--- src/rtl/core/tor_pkg.sv ---
package tor_pkg;

  // telnet command bytes
  localparam logic [7:0] TN_IAC  = 8'hFF;
  localparam logic [7:0] TN_WILL = 8'hFB;
  localparam logic [7:0] TN_WONT = 8'hFC;
  localparam logic [7:0] TN_DO   = 8'hFD;
  localparam logic [7:0] TN_DONT = 8'hFE;
  localparam logic [7:0] TN_MARK = 8'hFE;

  // commands that are dropped together with their iac
  localparam logic [7:0] CMD_DROP_SINGLE = 8'd241;
  localparam logic [7:0] CMD_DROP_LO     = 8'd243;
  localparam logic [7:0] CMD_DROP_HI     = 8'd250;

  localparam logic [7:0] ACCEPTED_OPTION_RESET = 8'd3;
  localparam logic       REPLY_ENABLE_RESET    = 1'b1;

  // register index, taken from paddr[2]
  localparam logic REG_ACCEPTED_OPTION = 1'b0;
  localparam logic REG_REPLY_ENABLE    = 1'b1;

  typedef enum logic [1:0] {
    PH_DATA,
    PH_CMD,
    PH_OPT
  } phase_t;

  typedef enum logic [1:0] {
    KIND_DATA,
    KIND_MARK,
    KIND_REPLY
  } kind_t;

  typedef struct packed {
    kind_t      kind;
    logic [7:0] code;
    logic [7:0] value;
  } action_t;

  typedef struct packed {
    logic [7:0] accepted_option;
    logic       reply_enable;
  } cfg_t;

  function automatic logic [7:0] data_byte(input logic [7:0] b);
    return (b == 8'd0) ? 8'd1 : b;
  endfunction

  // index of the final result of an action
  function automatic logic [1:0] last_step(input kind_t kind);
    logic [1:0] r;
    r = 2'd0;
    case (kind)
      KIND_DATA:  r = 2'd0;
      KIND_MARK:  r = 2'd1;
      KIND_REPLY: r = 2'd2;
      default:    r = 2'd0;
    endcase
    return r;
  endfunction

endpackage

--- src/rtl/core/tor_front.sv ---
module tor_front (
  input  logic            clk,
  input  logic            rst,
  input  tor_pkg::cfg_t   cfg,
  input  logic            in_valid,
  input  logic [7:0]      in_byte,
  input  logic            queue_full,
  output logic            in_ready,
  output logic            push,
  output tor_pkg::action_t push_entry
);
  import tor_pkg::*;

  phase_t       phase;
  phase_t       phase_next;
  logic         peer_offers;
  logic         peer_offers_next;
  logic         answered [256];
  logic         seen;
  logic         clr_active;
  logic [7:0]   clr_addr;
  logic         accept;
  logic         is_nego;
  logic         is_drop;
  logic         want;
  action_t      entry;
  logic         stg_valid;
  logic         stg_want;
  logic         stg_opt;
  action_t      stg_entry;
  logic         stg_push_req;
  logic         stg_done;
  logic         set_answered;

  // one classified byte waits in the stage while its answered flag is read
  assign stg_push_req = stg_valid && stg_want &&
                        (!stg_opt || (!seen && cfg.reply_enable));
  assign stg_done     = stg_valid && !(stg_push_req && queue_full);
  assign push         = stg_push_req && !queue_full;
  assign push_entry   = stg_entry;
  assign set_answered = stg_done && stg_opt && !seen;

  assign in_ready = !clr_active && (!stg_valid || stg_done);
  assign accept   = in_valid && in_ready;
  assign is_nego  = (in_byte >= TN_WILL) && (in_byte <= TN_DONT);
  assign is_drop  = (in_byte == CMD_DROP_SINGLE) || (in_byte == TN_IAC) ||
                    ((in_byte >= CMD_DROP_LO) && (in_byte <= CMD_DROP_HI));

  always_comb begin
    phase_next = phase;
    if (accept) begin
      unique case (phase)
        PH_CMD:  phase_next = is_nego ? PH_OPT : PH_DATA;
        PH_OPT:  phase_next = PH_DATA;
        default: phase_next = (in_byte == TN_IAC) ? PH_CMD : PH_DATA;
      endcase
    end
  end

  always_comb begin
    want             = 1'b0;
    entry.kind       = KIND_DATA;
    entry.code       = TN_IAC;
    entry.value      = data_byte(in_byte);
    peer_offers_next = peer_offers;
    if (accept) begin
      unique case (phase)
        PH_CMD: begin
          if (is_nego) begin
            peer_offers_next = (in_byte <= TN_WONT);
          end else if (!is_drop) begin
            want       = 1'b1;
            entry.kind = KIND_MARK;
          end
        end
        PH_OPT: begin
          want        = 1'b1;
          entry.kind  = KIND_REPLY;
          entry.value = in_byte;
          if (peer_offers) begin
            entry.code = (in_byte == cfg.accepted_option) ? TN_DO : TN_DONT;
          end else begin
            entry.code = (in_byte == cfg.accepted_option) ? TN_WILL : TN_WONT;
          end
        end
        default: begin
          want = (in_byte != TN_IAC);
        end
      endcase
    end
  end

  always_ff @(posedge clk) begin
    if (rst) begin
      phase       <= PH_DATA;
      peer_offers <= 1'b0;
      stg_valid   <= 1'b0;
      clr_active  <= 1'b1;
      clr_addr    <= '0;
    end else begin
      phase       <= phase_next;
      peer_offers <= peer_offers_next;
      if (accept) begin
        stg_valid <= 1'b1;
      end else if (stg_done) begin
        stg_valid <= 1'b0;
      end
      if (clr_active) begin
        clr_addr <= clr_addr + 8'd1;
        if (clr_addr == 8'hFF) begin
          clr_active <= 1'b0;
        end
      end
    end
  end

  always_ff @(posedge clk) begin
    if (accept) begin
      stg_want  <= want;
      stg_opt   <= (phase == PH_OPT);
      stg_entry <= entry;
    end
  end

  // answered-option flags: cleared one entry per cycle after reset
  always_ff @(posedge clk) begin
    if (clr_active) begin
      answered[clr_addr] <= 1'b0;
    end else if (set_answered) begin
      answered[stg_entry.value] <= 1'b1;
    end
  end

  always_ff @(posedge clk) begin
    if (accept) begin
      seen <= answered[in_byte];
    end
  end

endmodule

--- src/rtl/core/tor_queue.sv ---
module tor_queue #(
  parameter int DEPTH = 4
) (
  input  logic             clk,
  input  logic             rst,
  input  logic             push,
  input  tor_pkg::action_t push_entry,
  input  logic             pop,
  output tor_pkg::action_t head,
  output logic             empty,
  output logic             full
);
  import tor_pkg::*;

  localparam int AW = (DEPTH > 1) ? $clog2(DEPTH) : 1;
  localparam int CW = $clog2(DEPTH + 1);
  localparam logic [AW-1:0] LAST_PTR = AW'(DEPTH - 1);
  localparam logic [CW-1:0] FULL_CNT = CW'(DEPTH);

  action_t       slots [DEPTH];
  logic [AW-1:0] wr_ptr;
  logic [AW-1:0] rd_ptr;
  logic [CW-1:0] count;
  logic          do_push;
  logic          do_pop;

  assign empty   = (count == '0);
  assign full    = (count == FULL_CNT);
  assign do_push = push && !full;
  assign do_pop  = pop && !empty;
  assign head    = slots[rd_ptr];

  always_ff @(posedge clk) begin
    if (do_push) begin
      slots[wr_ptr] <= push_entry;
    end
  end

  always_ff @(posedge clk) begin
    if (rst) begin
      wr_ptr <= '0;
      rd_ptr <= '0;
      count  <= '0;
    end else begin
      if (do_push) begin
        wr_ptr <= (wr_ptr == LAST_PTR) ? '0 : wr_ptr + 1'b1;
      end
      if (do_pop) begin
        rd_ptr <= (rd_ptr == LAST_PTR) ? '0 : rd_ptr + 1'b1;
      end
      if (do_push && !do_pop) begin
        count <= count + 1'b1;
      end else if (do_pop && !do_push) begin
        count <= count - 1'b1;
      end
    end
  end

endmodule

--- src/rtl/core/tor_back.sv ---
module tor_back (
  input  logic             clk,
  input  logic             rst,
  input  tor_pkg::action_t head,
  input  logic             empty,
  output logic             pop,
  output logic             out_valid,
  input  logic             out_ready,
  output logic [7:0]       out_byte,
  output logic             to_peer,
  output logic             last_of_run
);
  import tor_pkg::*;

  action_t    cur;
  logic       cur_valid;
  logic [1:0] step;

  assign out_valid   = cur_valid;
  assign last_of_run = (step == last_step(cur.kind));
  assign to_peer     = (cur.kind == KIND_REPLY);
  assign pop         = !empty && (!cur_valid || (out_ready && last_of_run));

  always_comb begin
    out_byte = cur.value;
    case (cur.kind)
      KIND_MARK: begin
        if (step == 2'd0) out_byte = TN_MARK;
      end
      KIND_REPLY: begin
        if (step == 2'd0) out_byte = TN_IAC;
        else if (step == 2'd1) out_byte = cur.code;
      end
      default: out_byte = cur.value;
    endcase
  end

  always_ff @(posedge clk) begin
    if (pop) begin
      cur <= head;
    end
  end

  always_ff @(posedge clk) begin
    if (rst) begin
      cur_valid <= 1'b0;
      step      <= 2'd0;
    end else if (pop) begin
      cur_valid <= 1'b1;
      step      <= 2'd0;
    end else if (cur_valid && out_ready) begin
      if (last_of_run) begin
        cur_valid <= 1'b0;
        step      <= 2'd0;
      end else begin
        step <= step + 2'd1;
      end
    end
  end

endmodule

--- src/rtl/core/telnet_option_responder_core.sv ---
// telnet option responder: one received byte per cycle in while s_tready is high, one result
//   byte per cycle out while m_tready is high; the first result of a byte passes the classify
//   stage, the action queue and the back end's action register before it shows on m_tvalid
// throughput: one input byte per cycle while the action queue has room; the back end drains
//   one result per cycle while m_tready is high, so three-byte replies keep pace with three-byte commands
// reset: synchronous, clears the parse phase and the queue, loads accepted_option 3 and
//   reply_enable 1, then s_tready stays low while all 256 answered-option flags are cleared
//   one per cycle
module telnet_option_responder_core #(
  parameter int QUEUE_DEPTH = 4
) (
  input  logic        clk,
  input  logic        rst,

  // received byte stream
  input  logic        s_tvalid,
  output logic        s_tready,
  input  logic [7:0]  s_tdata,   // [7:0] rx_byte

  // result stream
  output logic        m_tvalid,
  input  logic        m_tready,
  output logic [7:0]  m_tdata,   // [7:0] out_byte
  output logic        m_tuser,   // [0] to_peer
  output logic        m_tlast,   // last_of_run

  // configuration
  input  logic        psel,
  input  logic        penable,
  input  logic        pwrite,
  input  logic [2:0]  paddr,
  input  logic [31:0] pwdata,
  output logic [31:0] prdata,
  output logic        pready
);
  import tor_pkg::*;

  cfg_t    cfg;
  logic    cfg_write;
  logic    push;
  action_t push_entry;
  logic    pop;
  action_t head;
  logic    queue_empty;
  logic    queue_full;

  // apb register file, always ready
  assign pready    = 1'b1;
  assign cfg_write = psel && penable && pwrite && pready;

  always_ff @(posedge clk) begin
    if (rst) begin
      cfg.accepted_option <= ACCEPTED_OPTION_RESET;
      cfg.reply_enable    <= REPLY_ENABLE_RESET;
    end else if (cfg_write) begin
      unique case (paddr[2])
        REG_ACCEPTED_OPTION: cfg.accepted_option <= pwdata[7:0];
        REG_REPLY_ENABLE:    cfg.reply_enable    <= pwdata[0];
        default:             cfg.reply_enable    <= cfg.reply_enable;
      endcase
    end
  end

  always_comb begin
    unique case (paddr[2])
      REG_ACCEPTED_OPTION: prdata = {24'd0, cfg.accepted_option};
      REG_REPLY_ENABLE:    prdata = {31'd0, cfg.reply_enable};
      default:             prdata = 32'd0;
    endcase
  end

  // front end: parses iac sequences, tracks answered options, queues actions
  tor_front u_front (
    .clk        (clk),
    .rst        (rst),
    .cfg        (cfg),
    .in_valid   (s_tvalid),
    .in_byte    (s_tdata),
    .queue_full (queue_full),
    .in_ready   (s_tready),
    .push       (push),
    .push_entry (push_entry)
  );

  // short action queue so the input side and the output side stall apart
  tor_queue #(
    .DEPTH (QUEUE_DEPTH)
  ) u_queue (
    .clk        (clk),
    .rst        (rst),
    .push       (push),
    .push_entry (push_entry),
    .pop        (pop),
    .head       (head),
    .empty      (queue_empty),
    .full       (queue_full)
  );

  // back end: expands each action into one to three result transfers
  tor_back u_back (
    .clk         (clk),
    .rst         (rst),
    .head        (head),
    .empty       (queue_empty),
    .pop         (pop),
    .out_valid   (m_tvalid),
    .out_ready   (m_tready),
    .out_byte    (m_tdata),
    .to_peer     (m_tuser),
    .last_of_run (m_tlast)
  );

endmodule
--- config.mk ---
export PLATFORM = sky130hd
export DESIGN_NAME = telnet_option_responder_core
export DESIGN_NICKNAME = d
export VERILOG_FILES = /design/src/rtl/core/tor_pkg.sv /design/src/rtl/core/tor_front.sv /design/src/rtl/core/tor_queue.sv /design/src/rtl/core/tor_back.sv /design/src/rtl/core/telnet_option_responder_core.sv
export SDC_FILE = /design/constraint.sdc
export NUM_CORES = 1
export LEC_CHECK = 0
export BUFFER_PORTS_ARGS = -buffer_cell sky130_fd_sc_hd__buf_2
export CORE_MARGIN = 4
export CORE_UTILIZATION = 57
export CTS_BUF_LIST = sky130_fd_sc_hd__clkbuf_4 sky130_fd_sc_hd__clkbuf_8 sky130_fd_sc_hd__clkbuf_16
export DETAILED_ROUTE_END_ITERATION = 8
export PLACE_DENSITY = 0.77
export SYNTH_ARGS = -nofsm -noshare
export SYNTH_HDL_FRONTEND = slang
export SYNTH_SLANG_ARGS = --single-unit
--- constraint.sdc ---
create_clock -name clk -period 3.59 [get_ports clk]
set_input_delay 0 -clock clk [delete_from_list [all_inputs] [get_ports clk]]
set_output_delay 0 -clock clk [all_outputs]
set_load 0.005 [all_outputs]
-- Word level (Yosys, flattened, before mapping)
Memory sizes are Yosys's and may differ from the RTL's. A register that Yosys moved wholly into a read port is not among the register bits.
Index checks and enable logic that the tools add are counted.
- memories: 2
- word-level logic and storage cells: 136
- RAM bits: 328
- bits in registers: 52
- output and inout bits: 45
- muxes and demuxes: 42
- bitwise gates (word level): 1
- reduce and logical (&&, ||, !) cells: 49
- equality and inequality tests: 14
- order comparisons: 5
- add/subtract/negate cells: 6
- memories (name ; depth ; bits a word ; read ports ; clocked after Yosys merged registers in ; wr ports ; RTL line ; text):
    u_front.answered ; 256 ; 1 ; 1 ; 1 ; 1 ; tor_front.sv:18 ; logic answered [256];
    u_queue.slots ; 4 ; 18 ; 1 ; 1 ; 1 ; tor_queue.sv:20 ; action_t slots [DEPTH];
- operators with widths (kind ; number):
    $pmux 32 s2 ; 1
    $mux 8 ; 6
    $eq 8x8->1 const B ; 3
    $le 8x8->1 const B ; 3
    $logic_and 1x1->1 ; 21
    $mux 1 ; 20
    $ge 8x8->1 const B ; 2
    $pmux 8 s2 ; 1
    $mux 2 ; 6
    $mux 3 ; 4
    $pmux 2 s2 ; 3
    $logic_not 1->1 ; 10
    $add 8x1->8 const B ; 1
    $eq 2x2->1 const B ; 4
    $eq 8x8->1 ; 1
    $logic_not 8->1 ; 1
    $ne 8x8->1 const B ; 1
    $reduce_bool 2->1 ; 4
    $add 2x1->2 const B ; 3
    $eq 2x1->1 const B ; 3
    $reduce_and 2->1 ; 3
    $logic_or 1x1->1 ; 5
    $add 3x1->3 const B ; 1
    $eq 3x3->1 const B ; 1
    other kinds (9) ; 9

-- Logic depth before layout (Yosys ltp)
Gate-level depths: netlist of the first run.
- word-level depth: 14
- gate-level depth with buffers: 14
- depth with buffers taken out: 13

-- Cells and area by module
From an unflattened synthesis of the first run, not the netlist that was laid out.
- cells, all modules: 1300
- area, all modules: 17688.2 µm²
- by module, submodules not included (module ; cells an instance ; sequential area each (µm²) ; area each (µm²) ; times used):
    tor_front ; 1010 ; 8398.1 ; 12973.7 ; 1
    tor_queue ; 144 ; 2342.2 ; 3099.2 ; 1
    tor_back ; 71 ; 600.6 ; 939.7 ; 1
    telnet_option_responder_core ; 75 ; 180.2 ; 675.6 ; 1

-- Worst setup path after synthesis of the first run
Ideal clock, no wire load.
- path type: register to register
- start point: register, netlist name u_back.cur[16]
- end point: register u_queue.count[2]
- clock period less this slack: 3367 ps
- cell stages (with the launch flop): 15
- path buffers: 1
- library setup time: 71 ps
- slack: 223 ps
- required time: 3519 ps
- arrival time: 3296 ps
- path through: edfxtp_1 inv_1 ha_1 clkbuf_1 xor2_1 nor2_1 nand2_1 a21oi_1 inv_1 ha_1 inv_1 fa_1 xor2_1 or3_1 a21oi_1
- longest elaborated chain between the ends: 10
- elaborated cells on any way between the ends: 13
- RTL lines (item ; RTL line ; text):
    $eq 2x2->1 (*) ; - ;
    named net m_tuser ; telnet_option_responder_core.sv:24 ; output logic m_tuser,
    $pmux 2 s2 (*) ; tor_pkg.sv:54 ; case (kind)
    $eq 2x2->1 (*) ; tor_back.sv:20 ; assign last_of_run = (step == last_step(cur.kind));
    named net m_tlast ; telnet_option_responder_core.sv:25 ; output logic m_tlast,
    $logic_and 1x1->1 (*) ; tor_back.sv:22 ; assign pop = !empty && (!cur_valid || (out_ready && last_of_run));
    $logic_or 1x1->1 (*) ; tor_back.sv:22 ;
    $logic_and 1x1->1 (*) ; tor_back.sv:22 ;
    named net pop ; telnet_option_responder_core.sv:42 ; logic pop;
    $logic_and 1x1->1 (*) ; tor_queue.sv:30 ; assign do_pop = pop && !empty;
    $logic_not 1->1 ; tor_queue.sv:51 ; if (do_push && !do_pop) begin
    $logic_and 1x1->1 ; tor_queue.sv:51 ;
    $mux 3 or $reduce_bool 2->1 (tied branches) ; - ;
    end signal: assignment ; tor_queue.sv:52 ; count <= count + 1'b1;
    end signal: assignment ; tor_queue.sv:54 ; count <= count - 1'b1;
    end: declaration ; tor_queue.sv:23 ; logic [CW-1:0] count;
The timed path passes the listed nets; every way through them passes the cells marked *.
A chain may end at the register's enable or synchronous reset.

==> key figures, run 1 <==
STA
  – Setup-failing EPs final: 0
  – Fin crit share: 90.30%
  – Slew margin rel.: 33.91%
  – WHS: -0.001542 ns
  – Worst slew pin tran: 0.9907 ns
  – Setup TNS: 0 ns
  – Final WS setup: ~0.35 ns
  – RSZ-0062 raised after global routing: false
  – Hold Vio Cnt, Final: 1
  – Tmin final: 3.242 ns
  – Slew Limit Fails: 0
  – Max frequency: 0.3085 GHz
  – Worst clock skew: 0.01322 ns

Floorplan
  – Core area: 0.02886 sq mm
  – Overall die height: between 150 and 200 um
  – Top Ports: 95
  – Die width: 179.3 um
  – Die ar.: 0.03216 sq mm
  – Initial core utilization: 57.99%
  – FP Rows: 62

Power
  – Leak Pwr: between 6 and 7 nW
  – Worst vdd ir: 0.0004318 V
  – Cell Pwr Density: 533.4 mW/mm^2

Status
  – Status: complete, but fails checks
  – Violated checks: negative hold slack

Routing
  – # DRC: 0
  – Pre-antenna DRT Iters: 5
  – Total Routed Length: between 30000 and 40000 um
  – Drt initial violations: 1083
  – Vias per cell: 6.069
  – Via total after detailed routing: roughly 10k
  – Detailed-route wire length per cell: 22.29 um
  – Post-DRT Antenna Nets: 0

Setup path
  – Crit path capture type: flip-flop
  – Worst EP required: 3.81 ns
  – Max stage delay on crit path: 0.73 ns
  – Crit path launch type: flip-flop
  – Critical path origin: u_front.push_entry[17]
  – Top delay family on crit path: buffers and inverters
  – Worst-path cell chain: nand3b_1 > nor3_4 > buf_4 > buf_4
  – R2R setup slack: 0.35 ns
  – CP max-delay cell: nor3_4
  – Crit Reg-Reg Startpoint: u_front.push_entry[17]
  – CP Class: flip-flop to flip-flop
  – Crit path top cell by count: buf_4
  – CP Max Fanout: 84
  – WP buf/inv: 2
  – WP data arrival: 3.47 ns

Finish
  – Fin cells: 1672
  – P&R area growth vs syn: 11.07%
  – # diodes: 0
  – Share of layout cells above drive strength 1: between 10% and 20%
  – Nets: 1326
  – Final cell utilization of the core: 64.41%

Logic synthesis
  – Synth top cells by count: edfxtp_1, nor2_1, mux4_2
  – Post-synth EDFFs: 336
  – Most frequent cell after synthesis: edfxtp_1
  – Leading area contributor after synthesis: edfxtp_1
  – Yosys synthesis warning count: 0
  – Synth unique cells: 67
  – Most used DFF post-synth: edfxtp_1
  – Seq/Total Area, Yosys: 64.12%
  – Synthesized instance count: 1216
  – Syn avg cell area: 13.76 sq um
  – Seq cells post-synth: 368
  – Synth Cell Area: 0.01673 sq mm
  – Synth area leaders: edfxtp_1, mux4_2, nor2_1, dfxtp_1, mux2i_1
  – Ys async rst share: 0%
  – Synth top area share: 60.29%

Global routing
  – GRT Overall Usage: 23.50%
  – First-pass GRT wire length: ~57000 um
  – Initial antenna violation count: 0
  – Largest net degree at the start of global routing: 85
  – Grt ovf: 0
  – Vias in the first global route: 10.01k

Clock network
  – Total CTS buffers: 38
  – Root Driver: clkbuf_16
  – Hold-fix buffers, CTS: 17
  – H-tree levels: 2
  – Reg clk slew, reported paths: 0.06 ns
  – TritonCTS clock tree: done
  – Clk_lat worst skew: 0.53 ns
  – Setup Fix Bufs, Post-CTS: 0
  – Post-CTS sizing: 0
  – CTS max path bufs: 3
  – Clock sink total: approximately 370

Place
  – Gpl congestion: 0.8057
  – HPWL after DPL: between 20000 and 25000 um
  – IO Port Bufs: 43
  – Pre-CTS setup slack: roughly 0.40 ns
  – Placed cells: 1589

Min path
  – Min-Delay Startpoint: rst
  – Worst hold path class: input pin to flip-flop

Run
  – Total of max-cap violations: 0
report_power, final:
group	switching [W]	internal [W]	leakage [nW]
combinational	0.000609	0.000507	2.09
clock	0.00156	0.00234	0.626
sequential	0.000130	0.00477	3.30
total	0.00230	0.00762	6.02
placed cells by master, fill, tap and decap left out, types with 17 or more instances in the layout:
master	n
a21oi_1	28
buf_2	42
buf_4	27
clkbuf_16	41
conb_1	25
dfxtp_1	32
dlygate4sd3_1	17
edfxtp_1	336
inv_1	19
mux2i_1	52
mux4_2	60
nand2_1	46
nand2b_1	18
nand4_1	17
nor2_1	303
kinds of logic after synthesis:
family / count (synthesis) / synth area share [%]
adders and majority gates: 14 / 1.092
xor gates and xnor gates: 20 / 1.047
DFF: 368 / 64.12
buffers and inverters: 126 / 4.060
AOI/OAI and AO/OA: 95 / 3.896
muxes: 134 / 13.30
other: 2 / 0.04488
and+or+nand+nor: 457 / 12.44
worst paths after layout:
check	cells past startpoint	to
hold reg to reg	2	u_front.phase[0]
setup reg to reg	4	u_front.answered[213]
hold / removal	2	u_queue.rd_ptr[1]
setup / recovery	4	u_front.answered[213]
flip-flops by register name, indices dropped and copies added, names as in the netlist, 3 cells and up:
| signal | cells |
|---|---|
| cfg | 9 |
| u_front.answered | 256 |
| u_front.push_entry | 13 |
| u_queue.count | 3 |
| u_front.clr_addr | 8 |
| u_queue.slots | 52 |
| u_back.cur | 13 |
layer usage:
metal	track usage (%)	vias to the layer above	wire, um
met5	0	-	0
met4	8.061	0	1344
met3	3.525	90	2842
met2	40.25	463	18680
met1	31.19	5096	14400
li1	-	4499	-
stage by stage:
stage	total power, W	area (sq um)
floorplan	0.005730	16820
global placement	0.006056	17180
detailed placement	0.006098	17180
CTS	0.009969	18590
global route	0.01028	18590
finish	0.009914	18590
layout make-up:
| type | count | area [sq um] |
|---|---|---|
| clock inverters | 11 | 100.1 |
| clock buffers | 55 | 1137 |
| flip-flops and latches | 368 | 10730 |
| fillers | 2049 | 10270 |
| well taps | 384 | 480.5 |
| inverters | 20 | 75.07 |
| multi-input cells | 745 | 5421 |
| repair buffers | 89 | 643.1 |
No activity file was read; power rests on OpenSTA's default activity.
==> run 2, diff against run 1 <==
Clock period 3.59 ns to 4 ns, I/O delays scaled along.
==> run 2 against run 1 <==
Compared with the run above: the run now ends clean; sequential share of layout area increased by 0.28 points; routed wire length decreased by 2.5%; non-clock buffer count decreased by 9; maximum frequency increased by 1.3%; clock power decreased by 13%; power decreased by 11%; hold slack improved by 0.11 ns; critical endpoint is now u_front.answered[127].
==> key figures, run 2 (same netlist as run 1, synthesis figures left out) <==
Power
  – Net switching power: 0.002096 W (-8.7%)
  – Clock power share: 38.7% (-0.6 points)
  – Combinational share of power: 11.2% (about the same)
  – Internal power: 0.006679 W (-12%)
  – Cell Pwr Density: 474.5 mW/mm^2 (-11%)
  – Worst vdd ir: 0.0003739 V (-13%)
  – Reg power frac: 50.1% (+0.7 points)
  – Leak Pwr: 5.951 nW (-1.1%)
  – Sw Share: 23.89% (+0.74 points)

Clock network
  – Clk_lat worst skew: 0.53 ns (about the same)
  – H-tree levels: 2 (unchanged)
  – Root Driver: clkbuf_16
  – TritonCTS clock tree: done
  – Reg clk slew, reported paths: 0.06 ns (about the same)
  – CTS max path bufs: 3 (unchanged)
  – Post-CTS sizing: 0 (unchanged)
  – Clock sink total: 368 (unchanged)
  – Total CTS buffers: 38 (unchanged)

STA
  – Slew Limit Fails: 0 (unchanged)
  – Worst clock skew: 0.01684 ns (+0.003622 ns)
  – Tmin final: 3.201 ns (-0.04134 ns)
  – Worst slew pin tran: 1.127 ns (+0.1360 ns)
  – Slew margin rel.: 24.61% (-9.3 points)
  – RSZ-0062 raised after global routing: false
  – Hold Vio Cnt, Final: 0 (-1)
  – Max frequency: 0.3124 GHz (+1.3%)
  – Setup TNS: 0 ns (unchanged)
  – Fin crit share: 80.01% (-10 points)
  – Setup-failing EPs final: 0 (unchanged)

Finish
  – Regs by FF count: u_front.answered: 256 flops, u_queue.slots: 52 flops
  – Reg area: 0.01073 sq mm (unchanged)
  – Max reg flops: 256 (unchanged)
  – Multi-input logic area: 0.005421 sq mm (unchanged)
  – Fillers: 2059 (+0.49%)
  – Fin cells: 1667 (-0.30%)
  – Reg with most FFs: u_front.answered
  – Share of layout cells above drive strength 1: 18.39% (-0.70 points)
  – Most frequent cells in the layout: edfxtp_1, nor2_1, mux4_2
  – # diodes: 0 (unchanged)
  – Nets: 1317 (-0.68%)
  – Commonest non-fill, non-tap cell in the layout: edfxtp_1
  – P&R area growth vs syn: 10.53%

Routing
  – Detailed-route wire length per cell: 21.80 um (-2.2%)
  – # DRC: 0 (unchanged)
  – Pre-antenna DRT Iters: 7 (+2)
  – Post-DRT Antenna Nets: 0 (unchanged)
  – Vias per cell: 6.020 (-0.81%)
  – Drt initial violations: 1164 (+7.5%)
  – Total Routed Length: 36340 um (-2.5%)
  – Via total after detailed routing: 10.04k (-1.1%)

Floorplan
  – Die width: 179.3 um (unchanged)
  – Initial core utilization: 57.99% (unchanged)
  – Die ar.: 0.03216 sq mm (unchanged)
  – Overall die height: 179.3 um (unchanged)
  – Core area: 0.02886 sq mm (unchanged)
  – FP Rows: 62 (unchanged)
  – Top Ports: 95 (unchanged)

Place
  – IO Port Bufs: 43 (unchanged)
  – HPWL after DPL: 22050 um (-2.7%)
  – Gpl congestion: 0.7976 (-1.0%)
  – Placed cells: 1577 (-0.76%)

Global routing
  – Initial antenna violation count: 0 (unchanged)
  – Largest net degree at the start of global routing: 86 (+1.2%)
  – Grt ovf: 0 (unchanged)
  – First-pass GRT wire length: 55920 um (-2.2%)
  – Vias in the first global route: 9885 (-1.2%)
  – GRT Overall Usage: 22.88% (-0.62 points)

Setup path
  – Max stage delay on crit path: 0.72 ns (about the same)
  – Crit path launch type: flip-flop
  – CP Class: flip-flop to flip-flop
  – CP Max Fanout: 16 (-81%)
  – CP max-delay cell: mux2i_1
  – WP data arrival: 3.43 ns (-0.04 ns)
  – Worst EP required: 4.23 ns (+0.42 ns)
  – R2R setup slack: 0.80 ns (+0.45 ns)
  – Worst-path cell chain: nand3b_1 > nor3_4 > mux2i_1 > nand2_1 > nor2_1
  – Crit path capture type: flip-flop

Min path
  – Worst hold path class: input pin to flip-flop

Status
  – Status: finished, final reports clean

Run
  – Total of max-cap violations: 0 (unchanged)
run 2: final cells by class:
class                   count  share of cell area (%)
flip-flops and latches    368                   58.01
repair buffers             80                   3.152
clock inverters            20                  0.7914
clock buffers              50                   5.730
well taps                 384                   2.598
inverters                  20                  0.4059
multi-input cells         745                   29.31
run 2: layer usage:
metal / up-vias / track usage [%] / part of all wire (%)
met4: 0 / 7.172 / 2.9
li1: 4480 / - / -
met1: 5012 / 31.03 / 39
met5: - / 0 / 0
met3: 75 / 3.084 / 8.2
met2: 469 / 39.06 / 50
run 2: through the flow:
step | power (W) | hold WS (ns) | util [%] | setup WS (ns) | cell area, sq um
final | 0.008776 | 0.1095 | 64.10 | 0.7995 | 18500
after global routing | 0.009111 | 0.1104 | 64.10 | 0.6473 | 18500
after CTS | 0.008829 | 0.09056 | 64.10 | 0.8302 | 18500
after detailed placement | 0.005459 | 0.2161 | 59.22 | 0.8227 | 17090
after global placement | 0.005433 | 0.2073 | 59.22 | 0.9159 | 17090
after floorplan | 0.005143 | 0.09436 | - | 0.6330 | 16820
run 2: repair_timing:
| item | in CTS | in global routing |
|---|---|---|
| buffers inserted | 0 | 0 |
| hold buffers | 20 | 0 |
| hold endpoints to repair | 27 | 0 |
run 2: path summary, 6_finish.rpt:
kind	start	to	depth (start not counted)
setup / recovery	u_front.push_entry[17]	u_front.answered[127]	5
setup reg to reg	u_front.push_entry[17]	u_front.answered[127]	5
hold reg to reg	u_front.phase[0]	u_front.phase[0]	2
hold / removal	s_tdata[2]	u_front.push_entry[2]	1
run 2: power by group through the flow:
| stage | registers (W) | logic, W | clock network [W] |
|---|---|---|---|
| after floorplan | 0.00441 | 0.000735 | 0 |
| after global placement | 0.00448 | 0.000952 | 0 |
| after detailed placement | 0.00449 | 0.000972 | 0 |
| after CTS | 0.00440 | 0.000991 | 0.00343 |
| after global routing | 0.00441 | 0.00109 | 0.00361 |
| final | 0.00440 | 0.000983 | 0.00339 |
run 2: worst max-delay path, delay by kind of cell, from the launching register on:
| kind | cells | cell delay, ns |
|---|---|---|
| simple gates | 4 | 1.67 |
| mux | 1 | 0.72 |
| flops | 1 | 0.49 |
